--- src/keyframe_curve_sampler_defines.svh ---
// assertion macros for the keyframe curve sampler
// used by keyframe_curve_sampler.sv, expects signals clock and reset in scope
`ifndef KEYFRAME_CURVE_SAMPLER_DEFINES_SVH
`define KEYFRAME_CURVE_SAMPLER_DEFINES_SVH
`ifndef ASSERT_OFF
`define KCS_ASSERT_IMPLY(label, ante, cons) \
   label: assert property (@(posedge clock) disable iff (reset) (ante) |-> (cons)) \
      else $error("keyframe curve sampler assertion failed");
`define KCS_ASSERT_NEXT(label, ante, cons) \
   label: assert property (@(posedge clock) disable iff (reset) (ante) |=> (cons)) \
      else $error("keyframe curve sampler assertion failed");
`else
`define KCS_ASSERT_IMPLY(label, ante, cons)
`define KCS_ASSERT_NEXT(label, ante, cons)
`endif
`endif

--- src/kcs_pkg.sv ---
// shared widths, codes and the microprogram of the keyframe curve sampler
// no dependencies; used by the channel interfaces and the top level
`timescale 1ns / 1ps

package kcs_pkg;

   localparam int MAX_KEYS   = 8;
   localparam int KEY_IDX_W  = (MAX_KEYS > 1) ? $clog2(MAX_KEYS) : 1;
   localparam int KEY_CNT_W  = $clog2(MAX_KEYS + 1);

   localparam int KEYS_W     = 4;
   localparam int SLOT_W     = 3;
   localparam int TIME_W     = 17;
   localparam int VAL_W      = 32;
   localparam int FRAC_BITS  = 16;
   localparam int TEXT_W     = TIME_W + 2;
   localparam int REM_W      = TEXT_W;
   localparam int PROD_W     = VAL_W + 1 + TIME_W + 1;
   localparam int SUM_W      = PROD_W + 1;
   localparam int DIV_CNT_W  = $clog2(FRAC_BITS);
   localparam int ROUND_HALF = 32768;

   localparam logic [TIME_W-1:0]        ONE_Q16 = TIME_W'(65536);
   localparam logic signed [TEXT_W-1:0] ONE_EXT = TEXT_W'(65536);
   localparam logic signed [VAL_W-1:0]  VAL_MAX = {1'b0, {(VAL_W-1){1'b1}}};
   localparam logic signed [VAL_W-1:0]  VAL_MIN = {1'b1, {(VAL_W-1){1'b0}}};

   localparam logic ACT_WRITE  = 1'b0;
   localparam logic ACT_SAMPLE = 1'b1;

   typedef struct packed {
      logic [TIME_W-1:0]       key_time;
      logic signed [VAL_W-1:0] key_low;
      logic signed [VAL_W-1:0] key_high;
   } key_entry_type;

   // microprogram addresses
   localparam int STEP_W = 5;
   typedef logic [STEP_W-1:0] step_type;

   localparam step_type STEP_IDLE     = 5'd0;
   localparam step_type STEP_SCAN     = 5'd1;
   localparam step_type STEP_PLAN     = 5'd2;
   localparam step_type STEP_ST_RD    = 5'd3;
   localparam step_type STEP_ST_LD    = 5'd4;
   localparam step_type STEP_ET_LD    = 5'd5;
   localparam step_type STEP_VS       = 5'd6;
   localparam step_type STEP_VE_MUL   = 5'd7;
   localparam step_type STEP_VE       = 5'd8;
   localparam step_type STEP_DIV      = 5'd9;
   localparam step_type STEP_FRAC     = 5'd10;
   localparam step_type STEP_FMUL     = 5'd11;
   localparam step_type STEP_FLERP    = 5'd12;
   localparam step_type STEP_ONE_RD   = 5'd13;
   localparam step_type STEP_ONE_LD   = 5'd14;
   localparam step_type STEP_ONE_MUL  = 5'd15;
   localparam step_type STEP_ONE_LERP = 5'd16;
   localparam step_type STEP_EMIT     = 5'd17;

   typedef enum logic [1:0] {
      ADDR_ZERO,
      ADDR_SCAN,
      ADDR_START,
      ADDR_END
   } addr_sel_type;

   typedef enum logic [1:0] {
      MLD_NONE,
      MLD_KEY,
      MLD_SEG
   } mul_load_type;

   typedef enum logic [2:0] {
      COND_ALWAYS,
      COND_SAMPLE,
      COND_SCAN_MORE,
      COND_ONE_KEY,
      COND_DIV_MORE,
      COND_OUT_FREE
   } cond_type;

   typedef struct packed {
      addr_sel_type addr_sel;
      mul_load_type mld;
      logic         scan_en;
      logic         plan_en;
      logic         ld_st;
      logic         ld_et;
      logic         mul_en;
      logic         lerp_en;
      logic         save_vs;
      logic         div_init;
      logic         div_step;
      logic         emit_en;
      cond_type     cond;
      step_type     next_t;
      step_type     next_f;
   } ctrl_word_type;

   localparam ctrl_word_type CW_NOP = '{
      addr_sel: ADDR_ZERO, mld: MLD_NONE, scan_en: 1'b0, plan_en: 1'b0,
      ld_st: 1'b0, ld_et: 1'b0, mul_en: 1'b0, lerp_en: 1'b0, save_vs: 1'b0,
      div_init: 1'b0, div_step: 1'b0, emit_en: 1'b0, cond: COND_ALWAYS,
      next_t: STEP_IDLE, next_f: STEP_IDLE
   };

   function automatic logic [TIME_W-1:0] sat_q16(input logic [TIME_W-1:0] x);
      return (x > ONE_Q16) ? ONE_Q16 : x;
   endfunction

   // control store
   function automatic ctrl_word_type ucode_rom(input step_type pc);
      ctrl_word_type w;
      w = CW_NOP;
      case (pc)
         STEP_IDLE: begin
            w.cond   = COND_SAMPLE;
            w.next_t = STEP_SCAN;
            w.next_f = STEP_IDLE;
         end
         STEP_SCAN: begin
            w.addr_sel = ADDR_SCAN;
            w.scan_en  = 1'b1;
            w.cond     = COND_SCAN_MORE;
            w.next_t   = STEP_SCAN;
            w.next_f   = STEP_PLAN;
         end
         STEP_PLAN: begin
            w.plan_en = 1'b1;
            w.cond    = COND_ONE_KEY;
            w.next_t  = STEP_ONE_RD;
            w.next_f  = STEP_ST_RD;
         end
         STEP_ST_RD: begin
            w.addr_sel = ADDR_START;
            w.next_t   = STEP_ST_LD;
            w.next_f   = STEP_ST_LD;
         end
         STEP_ST_LD: begin
            w.addr_sel = ADDR_END;
            w.ld_st    = 1'b1;
            w.mld      = MLD_KEY;
            w.next_t   = STEP_ET_LD;
            w.next_f   = STEP_ET_LD;
         end
         STEP_ET_LD: begin
            w.addr_sel = ADDR_END;
            w.ld_et    = 1'b1;
            w.mul_en   = 1'b1;
            w.next_t   = STEP_VS;
            w.next_f   = STEP_VS;
         end
         STEP_VS: begin
            w.lerp_en = 1'b1;
            w.mld     = MLD_KEY;
            w.next_t  = STEP_VE_MUL;
            w.next_f  = STEP_VE_MUL;
         end
         STEP_VE_MUL: begin
            w.mul_en   = 1'b1;
            w.save_vs  = 1'b1;
            w.div_init = 1'b1;
            w.next_t   = STEP_VE;
            w.next_f   = STEP_VE;
         end
         STEP_VE: begin
            w.lerp_en  = 1'b1;
            w.div_step = 1'b1;
            w.next_t   = STEP_DIV;
            w.next_f   = STEP_DIV;
         end
         STEP_DIV: begin
            w.div_step = 1'b1;
            w.cond     = COND_DIV_MORE;
            w.next_t   = STEP_DIV;
            w.next_f   = STEP_FRAC;
         end
         STEP_FRAC: begin
            w.mld    = MLD_SEG;
            w.next_t = STEP_FMUL;
            w.next_f = STEP_FMUL;
         end
         STEP_FMUL: begin
            w.mul_en = 1'b1;
            w.next_t = STEP_FLERP;
            w.next_f = STEP_FLERP;
         end
         STEP_FLERP: begin
            w.lerp_en = 1'b1;
            w.next_t  = STEP_EMIT;
            w.next_f  = STEP_EMIT;
         end
         STEP_ONE_RD: begin
            w.addr_sel = ADDR_START;
            w.next_t   = STEP_ONE_LD;
            w.next_f   = STEP_ONE_LD;
         end
         STEP_ONE_LD: begin
            w.mld    = MLD_KEY;
            w.next_t = STEP_ONE_MUL;
            w.next_f = STEP_ONE_MUL;
         end
         STEP_ONE_MUL: begin
            w.mul_en = 1'b1;
            w.next_t = STEP_ONE_LERP;
            w.next_f = STEP_ONE_LERP;
         end
         STEP_ONE_LERP: begin
            w.lerp_en = 1'b1;
            w.next_t  = STEP_EMIT;
            w.next_f  = STEP_EMIT;
         end
         STEP_EMIT: begin
            w.emit_en = 1'b1;
            w.cond    = COND_OUT_FREE;
            w.next_t  = STEP_IDLE;
            w.next_f  = STEP_EMIT;
         end
         default: begin
            w = CW_NOP;
         end
      endcase
      return w;
   endfunction

endpackage

--- src/kcs_req_if.sv ---
// request channel of the keyframe curve sampler: valid, ready and request fields
// depends on kcs_pkg
`timescale 1ns / 1ps

interface kcs_req_if import kcs_pkg::*; ();
   logic                    valid;
   logic                    ready;
   logic                    action;
   logic [SLOT_W-1:0]       key_slot;
   logic [TIME_W-1:0]       key_time;
   logic signed [VAL_W-1:0] key_low_value;
   logic signed [VAL_W-1:0] key_high_value;
   logic [TIME_W-1:0]       query_time;
   logic [TIME_W-1:0]       blend_seed;
   logic                    wrap_mode;

   modport source (
      output valid, action, key_slot, key_time, key_low_value, key_high_value,
             query_time, blend_seed, wrap_mode,
      input  ready
   );

   modport sink (
      input  valid, action, key_slot, key_time, key_low_value, key_high_value,
             query_time, blend_seed, wrap_mode,
      output ready
   );
endinterface

--- src/kcs_rsp_if.sv ---
// response channel of the keyframe curve sampler: valid, ready and curve value
// depends on kcs_pkg
`timescale 1ns / 1ps

interface kcs_rsp_if import kcs_pkg::*; ();
   logic                    valid;
   logic                    ready;
   logic signed [VAL_W-1:0] curve_value;

   modport source (
      output valid, curve_value,
      input  ready
   );

   modport sink (
      input  valid, curve_value,
      output ready
   );
endinterface

--- src/keyframe_curve_sampler.sv ---
// keyframe curve sampler top level: key table, microcoded sequencer and datapath
// depends on kcs_pkg, kcs_req_if, kcs_rsp_if and keyframe_curve_sampler_defines.svh
`timescale 1ns / 1ps
`include "keyframe_curve_sampler_defines.svh"

// The sampler holds up to eight control points of a piecewise-linear curve and
// answers sample requests with one Q16.16 value each; write requests store a
// control point and return nothing. A write request is taken whenever the
// sequencer is idle, even while an earlier sample value is still waiting on
// the response channel. A sample request searches the key table through its
// single read port, one key per cycle, until it finds a key at or after the
// query time or reaches the last key in use; when a single key decides the
// value no division is done, and when two keys are interpolated the 16-step
// restoring divider forms the interpolation fraction. The key table has no
// reset: sampling a key that was never written gives an undefined value.
// keys_in_use may only be written while no sample is in flight.
module keyframe_curve_sampler import kcs_pkg::*; (
   input  logic              clock,
   input  logic              reset,
   input  logic              csr_write_enable,
   input  logic [KEYS_W-1:0] csr_write_data,
   kcs_req_if.sink           req_bus,
   kcs_rsp_if.source         rsp_bus
);

   // control registers
   step_type                step_ff, step_in;
   logic [KEYS_W-1:0]       keys_ff;
   logic                    rsp_valid_ff, rsp_valid_in;

   // datapath registers
   logic [TIME_W-1:0]       q_ff, q_in;
   logic [TIME_W-1:0]       seed_ff, seed_in;
   logic                    wrap_ff, wrap_in;
   logic [KEY_CNT_W-1:0]    n_ff, n_in;
   logic [KEY_IDX_W-1:0]    cnt_ff, cnt_in;
   logic [KEY_CNT_W-1:0]    end_ff, end_in;
   logic [KEY_IDX_W-1:0]    start_idx_ff, start_idx_in;
   logic [KEY_IDX_W-1:0]    end_idx_ff, end_idx_in;
   logic                    st_neg_ff, st_neg_in;
   logic                    et_pos_ff, et_pos_in;
   logic signed [TEXT_W-1:0] st_ff, st_in;
   logic signed [TEXT_W-1:0] et_ff, et_in;
   logic signed [VAL_W-1:0] ma_ff, ma_in;
   logic signed [VAL_W-1:0] mb_ff, mb_in;
   logic [TIME_W-1:0]       mf_ff, mf_in;
   logic signed [PROD_W-1:0] prod_ff, prod_in;
   logic signed [VAL_W-1:0] res_ff, res_in;
   logic signed [VAL_W-1:0] vs_ff, vs_in;
   logic [REM_W-1:0]        rem_ff, rem_in;
   logic [REM_W-1:0]        den_ff, den_in;
   logic [FRAC_BITS-1:0]    quo_ff, quo_in;
   logic [DIV_CNT_W-1:0]    div_cnt_ff, div_cnt_in;
   logic                    one_ff, one_in;
   logic                    zero_ff, zero_in;
   logic signed [VAL_W-1:0] rsp_value_ff, rsp_value_in;

   // key table
   key_entry_type           key_mem [MAX_KEYS];
   key_entry_type           rd_ff;
   logic [KEY_IDX_W-1:0]    rd_addr;
   logic [KEY_IDX_W-1:0]    wr_idx;

   ctrl_word_type           cw;
   logic                    req_fire;
   logic                    sample_accept;
   logic                    key_write;
   logic                    out_free;
   logic                    cond_hit;
   logic                    scan_hit;
   logic                    scan_last;
   logic                    plan_one;
   logic [KEY_IDX_W-1:0]    plan_start;
   logic [KEY_IDX_W-1:0]    last_idx;
   logic signed [TEXT_W-1:0] rd_time_ext;
   logic signed [TEXT_W-1:0] q_ext;
   logic signed [TEXT_W-1:0] div_num;
   logic signed [TEXT_W-1:0] div_den;
   logic [REM_W:0]          div_sh;
   logic [REM_W:0]          div_dv;
   logic [REM_W:0]          div_diff;
   logic                    div_ge;
   logic signed [VAL_W:0]   mul_diff;
   logic signed [PROD_W-1:0] mul_prod;
   logic signed [PROD_W-1:0] lerp_rnd;
   logic signed [PROD_W-1:0] lerp_shift;
   logic [SUM_W-1:0]        lerp_sum;
   logic                    lerp_ok;
   logic signed [VAL_W-1:0] lerp_res;
   logic [TIME_W-1:0]       frac_sel;

   assign cw            = ucode_rom(step_ff);
   assign req_bus.ready = (step_ff == STEP_IDLE) && !reset;
   assign req_fire      = req_bus.valid && req_bus.ready;
   assign sample_accept = req_fire && (req_bus.action == ACT_SAMPLE);
   assign key_write     = req_fire && (req_bus.action == ACT_WRITE)
                          && (int'(req_bus.key_slot) < MAX_KEYS);
   assign wr_idx        = KEY_IDX_W'(req_bus.key_slot);
   assign out_free      = !rsp_valid_ff || rsp_bus.ready;

   assign rsp_bus.valid       = rsp_valid_ff;
   assign rsp_bus.curve_value = rsp_value_ff;

   // key table read address
   always_comb begin
      case (cw.addr_sel)
         ADDR_ZERO:  rd_addr = '0;
         ADDR_SCAN:  rd_addr = cnt_ff + 1'b1;
         ADDR_START: rd_addr = start_idx_ff;
         ADDR_END:   rd_addr = end_idx_ff;
         default:    rd_addr = '0;
      endcase
   end

   always_ff @(posedge clock) begin
      if (key_write) begin
         key_mem[wr_idx] <= '{key_time: sat_q16(req_bus.key_time),
                              key_low:  req_bus.key_low_value,
                              key_high: req_bus.key_high_value};
      end
      rd_ff <= key_mem[rd_addr];
   end

   // search and segment selection
   assign scan_hit  = rd_ff.key_time >= q_ff;
   assign scan_last = (KEY_CNT_W'(cnt_ff) + 1'b1) == n_ff;
   assign last_idx  = KEY_IDX_W'(n_ff - 1'b1);
   assign plan_one  = (n_ff == KEY_CNT_W'(1))
                      || (!wrap_ff && (end_ff == '0 || end_ff == n_ff));

   always_comb begin
      if (n_ff == KEY_CNT_W'(1)) begin
         plan_start = '0;
      end else if (end_ff == '0) begin
         plan_start = wrap_ff ? last_idx : '0;
      end else if (end_ff == n_ff) begin
         plan_start = last_idx;
      end else begin
         plan_start = KEY_IDX_W'(end_ff - 1'b1);
      end
   end

   // fraction divider
   assign rd_time_ext = $signed({{(TEXT_W-TIME_W){1'b0}}, rd_ff.key_time});
   assign q_ext       = $signed({{(TEXT_W-TIME_W){1'b0}}, q_ff});
   assign div_num     = q_ext - st_ff;
   assign div_den     = et_ff - st_ff;
   assign div_sh      = {rem_ff, 1'b0};
   assign div_dv      = {1'b0, den_ff};
   assign div_ge      = div_sh >= div_dv;
   assign div_diff    = div_sh - div_dv;

   assign frac_sel = one_ff  ? ONE_Q16 :
                     zero_ff ? '0      : {1'b0, quo_ff};

   // shared lerp unit: multiply, then round and saturate
   assign mul_diff   = {mb_ff[VAL_W-1], mb_ff} - {ma_ff[VAL_W-1], ma_ff};
   assign mul_prod   = mul_diff * $signed({1'b0, mf_ff});
   assign lerp_rnd   = prod_ff + PROD_W'(ROUND_HALF);
   assign lerp_shift = lerp_rnd >>> FRAC_BITS;
   assign lerp_sum   = {{(SUM_W-VAL_W){ma_ff[VAL_W-1]}}, ma_ff}
                       + {lerp_shift[PROD_W-1], lerp_shift};
   assign lerp_ok    = (&lerp_sum[SUM_W-1:VAL_W-1]) || !(|lerp_sum[SUM_W-1:VAL_W-1]);
   assign lerp_res   = lerp_ok ? $signed(lerp_sum[VAL_W-1:0])
                               : (lerp_sum[SUM_W-1] ? VAL_MIN : VAL_MAX);

   // sequencer condition
   always_comb begin
      case (cw.cond)
         COND_ALWAYS:    cond_hit = 1'b1;
         COND_SAMPLE:    cond_hit = sample_accept;
         COND_SCAN_MORE: cond_hit = !scan_hit && !scan_last;
         COND_ONE_KEY:   cond_hit = plan_one;
         COND_DIV_MORE:  cond_hit = div_cnt_ff != DIV_CNT_W'(FRAC_BITS - 1);
         COND_OUT_FREE:  cond_hit = out_free;
         default:        cond_hit = 1'b1;
      endcase
   end

   always_comb begin
      step_in      = cond_hit ? cw.next_t : cw.next_f;
      q_in         = q_ff;
      seed_in      = seed_ff;
      wrap_in      = wrap_ff;
      n_in         = n_ff;
      cnt_in       = cnt_ff;
      end_in       = end_ff;
      start_idx_in = start_idx_ff;
      end_idx_in   = end_idx_ff;
      st_neg_in    = st_neg_ff;
      et_pos_in    = et_pos_ff;
      st_in        = st_ff;
      et_in        = et_ff;
      ma_in        = ma_ff;
      mb_in        = mb_ff;
      mf_in        = mf_ff;
      prod_in      = prod_ff;
      res_in       = res_ff;
      vs_in        = vs_ff;
      rem_in       = rem_ff;
      den_in       = den_ff;
      quo_in       = quo_ff;
      div_cnt_in   = div_cnt_ff;
      one_in       = one_ff;
      zero_in      = zero_ff;
      rsp_value_in = rsp_value_ff;
      rsp_valid_in = rsp_valid_ff;

      if (sample_accept) begin
         q_in    = sat_q16(req_bus.query_time);
         seed_in = sat_q16(req_bus.blend_seed);
         wrap_in = req_bus.wrap_mode;
         cnt_in  = '0;
         if (keys_ff == '0) begin
            n_in = KEY_CNT_W'(1);
         end else if (int'(keys_ff) > MAX_KEYS) begin
            n_in = KEY_CNT_W'(MAX_KEYS);
         end else begin
            n_in = KEY_CNT_W'(keys_ff);
         end
      end

      if (cw.scan_en) begin
         if (scan_hit) begin
            end_in = KEY_CNT_W'(cnt_ff);
         end else if (scan_last) begin
            end_in = n_ff;
         end else begin
            cnt_in = cnt_ff + 1'b1;
         end
      end

      if (cw.plan_en) begin
         start_idx_in = plan_start;
         end_idx_in   = (end_ff == n_ff) ? '0 : KEY_IDX_W'(end_ff);
         st_neg_in    = wrap_ff && (end_ff == '0);
         et_pos_in    = wrap_ff && (end_ff == n_ff);
      end

      if (cw.ld_st) begin
         st_in = st_neg_ff ? rd_time_ext - ONE_EXT : rd_time_ext;
      end
      if (cw.ld_et) begin
         et_in = et_pos_ff ? rd_time_ext + ONE_EXT : rd_time_ext;
      end

      case (cw.mld)
         MLD_KEY: begin
            ma_in = rd_ff.key_low;
            mb_in = rd_ff.key_high;
            mf_in = seed_ff;
         end
         MLD_SEG: begin
            ma_in = vs_ff;
            mb_in = res_ff;
            mf_in = frac_sel;
         end
         default: begin
            ma_in = ma_ff;
         end
      endcase

      if (cw.mul_en) begin
         prod_in = mul_prod;
      end
      if (cw.lerp_en) begin
         res_in = lerp_res;
      end
      if (cw.save_vs) begin
         vs_in = res_ff;
      end

      // empty span gives the end key, a span not yet reached gives the start key
      if (cw.div_init) begin
         rem_in     = REM_W'(div_num);
         den_in     = REM_W'(div_den);
         quo_in     = '0;
         div_cnt_in = '0;
         one_in     = div_den[TEXT_W-1] || (div_den == '0)
                      || (!div_num[TEXT_W-1] && (div_num >= div_den));
         zero_in    = div_num[TEXT_W-1] || (div_num == '0);
      end
      if (cw.div_step) begin
         rem_in     = div_ge ? REM_W'(div_diff) : REM_W'(div_sh);
         quo_in     = {quo_ff[FRAC_BITS-2:0], div_ge};
         div_cnt_in = div_cnt_ff + 1'b1;
      end

      if (rsp_valid_ff && rsp_bus.ready) begin
         rsp_valid_in = 1'b0;
      end
      if (cw.emit_en && out_free) begin
         rsp_value_in = res_ff;
         rsp_valid_in = 1'b1;
      end
   end

   always_ff @(posedge clock) begin
      if (reset) begin
         step_ff      <= STEP_IDLE;
         rsp_valid_ff <= 1'b0;
         keys_ff      <= KEYS_W'(1);
      end else begin
         step_ff      <= step_in;
         rsp_valid_ff <= rsp_valid_in;
         if (csr_write_enable) begin
            keys_ff <= csr_write_data;
         end
      end
   end

   always_ff @(posedge clock) begin
      q_ff         <= q_in;
      seed_ff      <= seed_in;
      wrap_ff      <= wrap_in;
      n_ff         <= n_in;
      cnt_ff       <= cnt_in;
      end_ff       <= end_in;
      start_idx_ff <= start_idx_in;
      end_idx_ff   <= end_idx_in;
      st_neg_ff    <= st_neg_in;
      et_pos_ff    <= et_pos_in;
      st_ff        <= st_in;
      et_ff        <= et_in;
      ma_ff        <= ma_in;
      mb_ff        <= mb_in;
      mf_ff        <= mf_in;
      prod_ff      <= prod_in;
      res_ff       <= res_in;
      vs_ff        <= vs_in;
      rem_ff       <= rem_in;
      den_ff       <= den_in;
      quo_ff       <= quo_in;
      div_cnt_ff   <= div_cnt_in;
      one_ff       <= one_in;
      zero_ff      <= zero_in;
      rsp_value_ff <= rsp_value_in;
   end

   // checks
   `KCS_ASSERT_NEXT(a_sample_starts_scan, sample_accept, step_ff == STEP_SCAN)
   `KCS_ASSERT_IMPLY(a_scan_in_range, step_ff == STEP_SCAN, KEY_CNT_W'(cnt_ff) < n_ff)
   `KCS_ASSERT_IMPLY(a_plan_end_in_range, step_ff == STEP_PLAN, end_ff <= n_ff)
   `KCS_ASSERT_IMPLY(a_div_started, step_ff == STEP_DIV, div_cnt_ff != '0)
   `KCS_ASSERT_NEXT(a_emit_delivers, (step_ff == STEP_EMIT) && out_free, rsp_valid_ff && (step_ff == STEP_IDLE))

endmodule

--- src/flat_wrapper.sv ---
// flat-port wrapper written by rule: the top's interface ports become plain ports
module keyframe_curve_sampler_flat import kcs_pkg::*;
  (clock, reset, csr_write_enable, csr_write_data, req_bus_valid, req_bus_action, req_bus_key_slot, req_bus_key_time, req_bus_key_low_value, req_bus_key_high_value, req_bus_query_time, req_bus_blend_seed, req_bus_wrap_mode, req_bus_ready, rsp_bus_valid, rsp_bus_curve_value, rsp_bus_ready);
  kcs_req_if req_bus_i ();
  kcs_rsp_if rsp_bus_i ();
  input  logic clock;
  input  logic reset;
  input  logic csr_write_enable;
  input  logic [KEYS_W-1:0] csr_write_data;
  input wire logic [$bits(req_bus_i.valid)-1:0] req_bus_valid;
  input wire logic [$bits(req_bus_i.action)-1:0] req_bus_action;
  input wire logic [$bits(req_bus_i.key_slot)-1:0] req_bus_key_slot;
  input wire logic [$bits(req_bus_i.key_time)-1:0] req_bus_key_time;
  input wire logic [$bits(req_bus_i.key_low_value)-1:0] req_bus_key_low_value;
  input wire logic [$bits(req_bus_i.key_high_value)-1:0] req_bus_key_high_value;
  input wire logic [$bits(req_bus_i.query_time)-1:0] req_bus_query_time;
  input wire logic [$bits(req_bus_i.blend_seed)-1:0] req_bus_blend_seed;
  input wire logic [$bits(req_bus_i.wrap_mode)-1:0] req_bus_wrap_mode;
  output wire logic [$bits(req_bus_i.ready)-1:0] req_bus_ready;
  output wire logic [$bits(rsp_bus_i.valid)-1:0] rsp_bus_valid;
  output wire logic [$bits(rsp_bus_i.curve_value)-1:0] rsp_bus_curve_value;
  input wire logic [$bits(rsp_bus_i.ready)-1:0] rsp_bus_ready;
  assign req_bus_i.valid = req_bus_valid;
  assign req_bus_i.action = req_bus_action;
  assign req_bus_i.key_slot = req_bus_key_slot;
  assign req_bus_i.key_time = req_bus_key_time;
  assign req_bus_i.key_low_value = req_bus_key_low_value;
  assign req_bus_i.key_high_value = req_bus_key_high_value;
  assign req_bus_i.query_time = req_bus_query_time;
  assign req_bus_i.blend_seed = req_bus_blend_seed;
  assign req_bus_i.wrap_mode = req_bus_wrap_mode;
  assign req_bus_ready = req_bus_i.ready;
  assign rsp_bus_valid = rsp_bus_i.valid;
  assign rsp_bus_curve_value = rsp_bus_i.curve_value;
  assign rsp_bus_i.ready = rsp_bus_ready;
  keyframe_curve_sampler u_core (.clock(clock), .reset(reset), .csr_write_enable(csr_write_enable), .csr_write_data(csr_write_data), .req_bus(req_bus_i), .rsp_bus(rsp_bus_i));
endmodule
--- config.mk ---
export PLATFORM = sky130hd
export DESIGN_NAME = keyframe_curve_sampler_flat
export DESIGN_NICKNAME = d
export VERILOG_FILES = /design/src/kcs_pkg.sv /design/src/kcs_req_if.sv /design/src/kcs_rsp_if.sv /design/src/keyframe_curve_sampler.sv /design/src/flat_wrapper.sv
export VERILOG_INCLUDE_DIRS = /design/src /design/src/src
export SDC_FILE = /design/constraint.sdc
export NUM_CORES = 2
export LEC_CHECK = 0
export BUFFER_PORTS_ARGS = -buffer_cell sky130_fd_sc_hd__buf_4
export CAP_MARGIN = 10
export CORE_MARGIN = 1.5
export CORE_UTILIZATION = 47
export CTS_CLUSTER_SIZE = 30
export DETAILED_ROUTE_END_ITERATION = 8
export GPL_TIMING_DRIVEN = 0
export HOLD_SLACK_MARGIN = 0.02
export PLACE_DENSITY = 0.65
export SYNTH_ARGS = -nofsm -noshare
export SYNTH_HDL_FRONTEND = slang
export SYNTH_SLANG_ARGS = --single-unit
--- constraint.sdc ---
create_clock -name clock -period 8.4 [get_ports clock]
set_clock_uncertainty 0.2 [all_clocks]
set_input_delay 1.68 -clock clock [delete_from_list [all_inputs] [get_ports clock]]
set_output_delay 1.68 -clock clock [all_outputs]
set_load 0.03 [all_outputs]
==> flow_summary.yaml <==
status:
  status: "finished, violations left"
  violations: "negative setup slack"
job:
  cap_violations: 0
worst_setup_path:
  worstSetupEndpoint: "u_core.prod_ff[49]"
  reg2reg_slack_ns: -0.45
  timing.critical_path.mode_cell: "buf_6"
  r2r_start: "u_core.mb_ff[1]"
  crit_required_ns: 8.68
  max_stage_delay_ns: 0.60
  worst_r2r_path_depth: 37
  endpoint_kind: "register"
  cp-start-kind: "register"
  crit_fanout: 5
  criticalPathCategory: "reg -> reg"
  cpMaxStageDelayCell: "fa_1"
  cp.arrival_ns: 9.14
  regToRegEndpoint: "u_core.prod_ff[49]"
  crit_path_start: "u_core.mb_ff[1]"
floorplanning:
  core_area_sq_mm: 0.1480
  rows: 141
  die_w_um: 389.7
  pin_count: 163
  die-area_sq_mm: 0.1518
  die_y_um: 389.7
  initial_core_util_pct: 47.47
timing:
  finalSetupViolCount: 17
  hold_viol: 0
  fin_hold_ws_ns: 0.2658
  rsz0062_at_grt: "true"
  finalWorstSetupSlack_ns: -0.4523
  finalCriticalPeriod_ns: 8.852
  slew_violations: 0
  fmax_mhz: 113.0
  finalCritPeriodShare_pct: 105.4
  worstMarginPinSlew_ns: 1.292
  max-slew-margin-rel_pct: 13.84
clocking:
  htreeDepth: 3
  clkLatencyLatePin_ns: 0.75
  cts_hold_buffers: 0
  cts_tree: "done"
  cts_buffers: 113
  cts.sinks: 1102
  clk_pin_slew_ns: 0.06
  clock_path_buffers: 3
  cts_root_buf: "clkbuf_16"
global_routing:
  gr-usage-all-layers_pct: 27.36
  overflow: 0
  grt_pass1_wl_um: 313900
  grt_max_degree: 65
  antenna_found_initial: 20
  grt_pass1_vias: 51640
placed_design:
  place_hpwl_um: 153700
  io_buffers: 160
  dp.cells: 8774
  gp_congestion: 0.9504
synthesis:
  synth_cells: 6634
  syn_nets: 7582
  syn-cell-area_sq_mm: 0.07027
  synth_most_common_cell: "edfxtp_1"
  ys_seq_area_share_pct: 45.76
  yosysTopAreaCellShare_pct: 43.08
  synth_flop_cell: "edfxtp_1"
  ys_ff_latch: 1102
  synthArstFlopShare_pct: 0
  synth_warnings: 0
  yosys-top-cells-area: "edfxtp_1, fa_1, ha_1"
  synthTopCellsByCount: "edfxtp_1, nand2_1, inv_1"
  yosysTopAreaCell: "edfxtp_1"
  synth-edff-count: 1008
  synth.avg_cell_area_sq_um: 10.59
  ys_types: 86
routing:
  ant_nets: 0
  drc: 0
  num_vias: 51310
  routed_wl_um: 207900
  dr.pass1.iters: 6
  viasPerCell: 5.627
  drtIter0Drc: 4805
  drt-wirelength-per-cell_um: 22.80
worst_hold_path:
  hold_start: "u_core.rd_ff[78]"
  hold_path_class: "reg -> reg"
final_layout:
  num-nets-final: 8039
  fillCellCount: 12390
  fin_cells: 9119
  drive_above_1_share_pct: 13.64
  area_growth_pct: 16.73
[cell type report]
| cell class | instances | area (sq um) | area share (%) |
|---|---|---|---|
| antenna | 9 | 22.52 | 0.02746 |
| buffer | 338 | 1642 | 2.001 |
| clock buffer | 156 | 3172 | 3.867 |
| clock inverter | 48 | 563.0 | 0.6865 |
| inverter | 820 | 3084 | 3.760 |
| multi-input combinational | 4367 | 35680 | 43.50 |
| sequential | 1102 | 32150 | 39.20 |
| tap | 1930 | 2415 | 2.944 |
| timing repair buffer | 349 | 3293 | 4.015 |
[metrics by stage]
| step | TNS [ns] | setup WS (ns) | cell area [sq um] | util [%] |
|---|---|---|---|---|
| finish | -4.011 | -0.4523 | 82020 | 55.41 |
| global route | -7.789 | -0.5714 | 82010 | 55.41 |
| CTS | -1.440 | -0.2004 | 81150 | 54.83 |
| detailed placement | -54.80 | -2.430 | 74860 | 50.57 |
| global placement | -1209.38 | -2.444 | 73890 | 49.92 |
| floorplan | 0 | 0.05269 | 70280 | - |
[sequential cells by signal, summed over array words and instances, names as in the netlist, 19 cells and up]
| signal | count |
|---|---|
| u_core.res_ff | 32 |
| u_core.ma_ff | 32 |
| u_core.rd_ff | 81 |
| u_core.mb_ff | 32 |
| u_core.den_ff | 19 |
| u_core.prod_ff | 36 |
| u_core.key_mem | 648 |
| u_core.rem_ff | 19 |
| u_core.rsp_bus.curve_value | 32 |
| u_core.vs_ff | 32 |
[worst max-delay path: cells and delay by family, from the launching register on]
| family | cells | cell delay [ns] |
|---|---|---|
| compound gates | 10 | 1.84 |
| simple gates | 6 | 1.01 |
| flops | 1 | 0.39 |
| xor+xnor | 1 | 0.14 |
| fa+ha+maj | 8 | 3.70 |
| buf+inv | 12 | 1.32 |
[timing repair]
action	in CTS	in global routing
gates resized for setup	363	150
endpoints found under the setup margin	36	28
pin swaps	142	100
gates cloned	2	1
buffers inserted	105	33
[placed cells by master (no fill, tap or decap), drive strengths merged, types with 59 or more instances in the layout]
cell type and instances:
edfxtp 1008, ha 280, a21o 106, buf 419, xnor2 113, nand4 67, fa 539, nand2 906
a21oi 154, nor2 340, o21ai 341, and2 228, inv 821, dfxtp 94, nor3 276, nand3 309
clkbuf 424, mux2 68, nor2b 109, xor2 59
[how the worst min path moves through the flow]
stage | slack, ns | to | cells after the start
6_report | 0.27 | u_core.st_ff[14] | 0
5_1_grt | 0.28 | u_core.st_ff[14] | 0
4_1_cts | 0.27 | u_core.st_ff[14] | 0
3_5_place_dp | 0.25 | u_core.st_ff[14] | 0
3_3_place_gp | 0.24 | u_core.st_ff[13] | 0
2_1_floorplan | 0.23 | u_core.et_ff[0] | 0
[logic make-up (layout without fill, tap and decap cells)]
group | count (synthesis) | in the layout | synth area share (%)
buffers and inverters | 1165 | 1711 | 6.320
adders and majority gates | 819 | 819 | 20.34
and+or+nand+nor | 2445 | 2445 | 16.55
xor gates and xnor gates | 172 | 172 | 2.144
muxes | 76 | 76 | 1.204
other | 0 | 9 | 0
AOI/OAI and AO/OA | 855 | 855 | 7.682
DFF | 1102 | 1102 | 45.76
[routing by layer]
layer | wire length (um) | GRT usage, % | up-vias
li1 | - | - | 23370
met1 | 85030 | 37.01 | 25410
met2 | 97100 | 44.07 | 2122
met3 | 17490 | 4.991 | 402
met4 | 8256 | 10.11 | 10
met5 | 57 | 0 | -
Power is left out: the tool's default activity adds up to more than one toggle a clock period on the data nets, which glitch-free logic cannot reach.
